### src/rtl/qrs_pkg.sv
// Shared types and widths for the quadratic root solver.
`default_nettype none
package qrs_pkg;

  localparam int CoefW = 16;
  localparam int RootW = 32;
  localparam int ImagW = 31;
  localparam int DiscW = 34;
  localparam int SqrtW = DiscW / 2;
  localparam int FracW = 16;
  localparam int DenW  = CoefW + 1;
  localparam int NumW  = SqrtW;
  localparam int QuoW  = NumW + FracW;
  localparam int RemW  = DenW - 1;

  typedef struct packed {
    logic signed [CoefW-1:0] coef_a;
    logic signed [CoefW-1:0] coef_b;
    logic signed [CoefW-1:0] coef_c;
  } coef_t;

  typedef struct packed {
    logic signed [RootW-1:0] root_one;
    logic signed [RootW-1:0] root_two;
    logic [ImagW-1:0]        imag_part;
    logic                    is_complex;
    logic                    is_linear;
    logic                    saturated;
  } result_t;

endpackage
`default_nettype wire

### src/rtl/qrs_div.sv
// Pipelined restoring divider, one quotient bit per register stage.
`default_nettype none
module qrs_div (
  input  wire logic                      clk,
  input  wire logic [qrs_pkg::QuoW-1:0]  num,
  input  wire logic [qrs_pkg::DenW-1:0]  den,
  output logic      [qrs_pkg::QuoW-1:0]  quo
);
  import qrs_pkg::*;

  logic [QuoW-1:0] num_q [0:QuoW];
  logic [DenW-1:0] den_q [0:QuoW];
  logic [RemW-1:0] rem_q [0:QuoW];
  logic [QuoW-1:0] quo_q [0:QuoW];

  always_comb begin
    num_q[0] = num;
    den_q[0] = den;
    rem_q[0] = '0;
    quo_q[0] = '0;
  end

  for (genvar k = 0; k < QuoW; k++) begin : g_step
    logic [DenW-1:0] cur;
    logic            take;
    always_comb begin
      cur  = {rem_q[k], num_q[k][QuoW-1-k]};
      take = (cur >= den_q[k]);
    end
    always_ff @(posedge clk) begin
      num_q[k+1] <= num_q[k];
      den_q[k+1] <= den_q[k];
      rem_q[k+1] <= take ? RemW'(cur - den_q[k]) : cur[RemW-1:0];
      quo_q[k+1] <= {quo_q[k][QuoW-2:0], take};
    end
  end

  assign quo = quo_q[QuoW];

endmodule
`default_nettype wire

### config.mk
export PLATFORM = sky130hd
export DESIGN_NAME = qrs_div
export DESIGN_NICKNAME = d
export VERILOG_FILES = /design/src/rtl/qrs_pkg.sv /design/src/rtl/qrs_div.sv
export SDC_FILE = /design/constraint.sdc
export NUM_CORES = 2
export LEC_CHECK = 0
export BUFFER_PORTS_ARGS = -buffer_cell sky130_fd_sc_hd__buf_2
export CAP_MARGIN = 20
export CORE_MARGIN = 5
export CORE_UTILIZATION = 60
export DETAILED_ROUTE_END_ITERATION = 12
export PLACE_DENSITY = 0.76
export SYNTH_ARGS = -nofsm -noshare
export SYNTH_HDL_FRONTEND = slang
export SYNTH_SLANG_ARGS = --single-unit
### constraint.sdc
create_clock -name clk -period 9.5 [get_ports clk]
set_clock_uncertainty 0.2 [all_clocks]
set_input_delay 0.475 -clock clk [delete_from_list [all_inputs] [get_ports clk]]
set_output_delay 0.475 -clock clk [all_outputs]
set_load 0.005 [all_outputs]
==> results.py <==
metrics = {
    "floorplanning": {
        "die_h_um": 362.4,
        "ios": 84,
        "rows": 129,
        "start_util_pct": 60.33,
        "die_area_um2": 131300,
        "coreArea_um2": 123500,
        "die_x_um": 362.4,
    },
    "yosys": {
        "seq_area_frac_synth_pct": 57.65,
        "synth_top_cell_area_share_pct": 57.65,
        "yosys_warnings": 0,
        "async_flop_share_pct": 0,
        "synthDistinctLibCells": 77,
        "syn-num-nets": 7456,
        "synth_top_area_cell": "dfxtp_1",
        "synth_area_um2": 74490,
        "ys.flop_type": "dfxtp_1",
        "synth_area_leaders": "dfxtp_1 58%, ha_1 9.2%, inv_1 3.5%",
        "synth_edf_count": 0,
        "syn_inst": 6828,
        "syn-mean-instance-area_um2": 10.91,
        "synth.most_common_cell": "dfxtp_1",
        "synth-seq-cells": 2145,
        "synth_common_cells": "2145 x dfxtp_1, 694 x inv_1, 546 x ha_1",
    },
    "final_layout": {
        "multiInputGateArea_um2": 28370,
        "layout.nets": 7682,
        "area_growth_pct": 13.09,
        "seq_area_um2": 42940,
        "fill_cells": 8979,
        "final_cell_area_um2": 84240,
        "drive_gt1_share_pct": 9.985,
        "diodes": 0,
    },
    "setup_path": {
        "arrival_ns": 4.06,
        "cpMostUsedCell": "o21a_1",
        "crit_start": "den_q[511]",
        "reg2reg_from": "den_q[511]",
        "startpoint_type": "register",
        "slowest_stage": "a31oi_2",
        "crit_path_end": "g_step[4].cur[11]",
        "critPathRequiredTime_ns": 9.99,
        "rr_endpoint": "g_step[4].cur[11]",
        "reg2regPathDepth": 10,
        "r2r_setup_slack_ns": 5.93,
        "max_stage_delay_ns": 0.86,
        "crit_fanout": 16,
        "crit_path_cell_trace": "inv_1 > ha_1 > nor2b_1 > o21a_1 > o21ai_0 > a211oi_1 > a41o_1 > o21a_1 > a31oi_2 > mux2_2",
        "worst-setup-path-type": "reg2reg",
        "end_kind": "register",
    },
    "global_route": {
        "grt_start_max_net_pins": 30,
        "grt_pass1_vias": 46770,
        "grt_pass1_wl_um": 234700,
        "overflow": 0,
        "antenna_found_initial": 1,
        "grtUsageTotal_pct": 21.65,
    },
    "cts": {
        "ctsResizeCount": 0,
        "clock_latency_ns": 0.80,
        "cts_made_buffers": 197,
        "htree_levels": 4,
        "clock_path_buffers": 3,
        "clk_pin_slew_worst_paths_ns": 0.06,
        "root_buffer": "clkbuf_16",
        "cts_sinks": 2145,
        "post_cts_buffers": 0,
        "cts_tree": "yes",
    },
    "flow_run": {
        "maxCapViolCount": 0,
    },
    "drt": {
        "wl_um": 143700,
        "dr.pass1.iters": 6,
        "ant_nets": 0,
        "wl_per_cell_um": 16.22,
        "viasPerCell": 5.307,
        "dr.first_iter.drc_count": 3422,
        "vias": 47010,
        "drc": 0,
    },
    "power_and_ir_drop": {
        "p_leak_nw": 38.91,
        "vdd_drop_max_mv": 0.2590,
        "power_density_nw_per_um2": 319.7,
    },
    "timing": {
        "maxSlewHeadroom_pct": 28.01,
        "drv_slew": 0,
        "post-route-period-util_pct": 37.60,
        "max_slew.worst_pin.slew_ns": 1.080,
        "layout_min_cycle_time_ns": 3.572,
        "hold_violations": 0,
        "setup_viol": 0,
        "grt_setup_unrepaired": "false",
        "setup_tns_ns": 0,
        "max_freq_ghz": 0.2800,
    },
    "place": {
        "numPortBuffers": 83,
        "dp_hpwl_um": 102500,
        "placed_cell_area_um2": 76500,
        "gp_congestion": 0.8714,
    },
    "hold_path": {
        "hp-class": "reg2reg",
    },
    "outcome": {
        "status": "finished clean",
    },
}
-- power breakdown --
group	internal, mW	switching [mW]	total (mW)
Sequential	10.4	0.718	11.2
Clock	5.07	3.38	8.46
Combinational	3.29	4.02	7.31
-- cell type report --
| cell class | count | area share, % |
|---|---|---|
| flip-flops and latches | 2145 | 50.97 |
| multi-input cells | 3861 | 33.68 |
| clock buffers | 255 | 6.580 |
| inverters | 695 | 3.097 |
| well taps | 1637 | 2.431 |
| clock inverters | 111 | 1.929 |
| repair buffers | 154 | 1.310 |
-- critical path: cells and delay by family (launching register included) --
family / cells / cell delay, ns
compound gates: 6 / 1.94
mux: 1 / 0.42
flops: 1 / 0.39
fa+ha+maj: 1 / 0.30
simple gates: 1 / 0.13
buf+inv: 1 / 0.06
-- flip-flops by register name (all words and copies together), names as in the netlist --
signal	flops
quo_q	528
den_q	544
quo	33
g_step.cur	544
num_q	496
-- per-layer routing --
metal	routed length, um	track usage [%]	part of all wire (%)	vias to the layer above
li1	-	-	-	23660
met1	63460	27.71	44	21960
met2	69290	37.40	48	1084
met3	6754	3.684	4.7	304
met4	4209	7.178	2.9	0
met5	0	0	0	-
-- through the flow --
stage	power, mW	std cells	hold slack [ns]	utilization (%)	worst slack [ns]
floorplan	16.77	6828	0.1096	-	6.519
global placement	18.25	8436	0.1096	61.95	5.965
detailed placement	18.46	8436	0.1121	61.95	5.936
CTS	27.07	8852	0.03471	68.17	5.904
global route	28.54	8858	0.07662	68.23	5.720
finish	26.93	8858	0.1072	68.23	5.928
-- placed cells by master (no fill, tap or decap), types with 17 or more instances in the layout --
cell,instances
clkbuf_8,31
o211ai_1,22
nand3_1,70
a21boi_0,62
o21ai_0,437
mux2i_1,32
nand2b_1,77
o21bai_1,24
nand4_1,55
a31o_2,20
a21o_1,171
nor3_1,86
a31oi_1,40
nand3b_1,20
o31a_1,34
dfxtp_1,2145
inv_1,694
clkbuf_16,201
clkbuf_1,23
o31ai_1,41
a21oi_1,378
o41ai_1,18
and3_1,67
dlygate4sd3_1,50
fa_1,31
or2_2,25
ha_1,546
bufinv_16,34
nand2_1,388
xor2_1,136
nor2_1,269
buf_2,83
clkinv_2,45
and2_1,30
a211oi_1,21
o221ai_1,17
xnor2_1,192
nor2b_1,100
o21a_1,82
mux2_2,179
-- how the worst min path moves through the flow --
| stage | from | to | slack, ns | depth (start not counted) |
|---|---|---|---|---|
| after floorplan | num_q[814] | g_step[10].cur[0] | 0.11 | 0 |
| after global placement | quo_q[204] | quo_q[172] | 0.11 | 0 |
| after detailed placement | num_q[403] | num_q[370] | 0.11 | 0 |
| after CTS | num[16] | num_q[1072] | 0.03 | 2 |
| after global routing | num[21] | num_q[1077] | 0.08 | 2 |
| final | num_q[974] | num_q[941] | 0.11 | 0 |
-- kinds of logic after synthesis --
kind of cell,Yosys count,synth area share (%)
simple gates,1231,7.962
mux,224,3.393
fa+ha+maj,577,10.00
compound gates,1501,12.76
xor+xnor,328,3.857
buf+inv,822,4.376
flops,2145,57.65
-- what timing repair did --
item                                    4_1_cts  5_1_grt
endpoints found under the hold margin        51        0
endpoints found under the setup margin        0        0
hold buffers                                 50        0
Note: power is estimated with default switching activity, not from simulation.
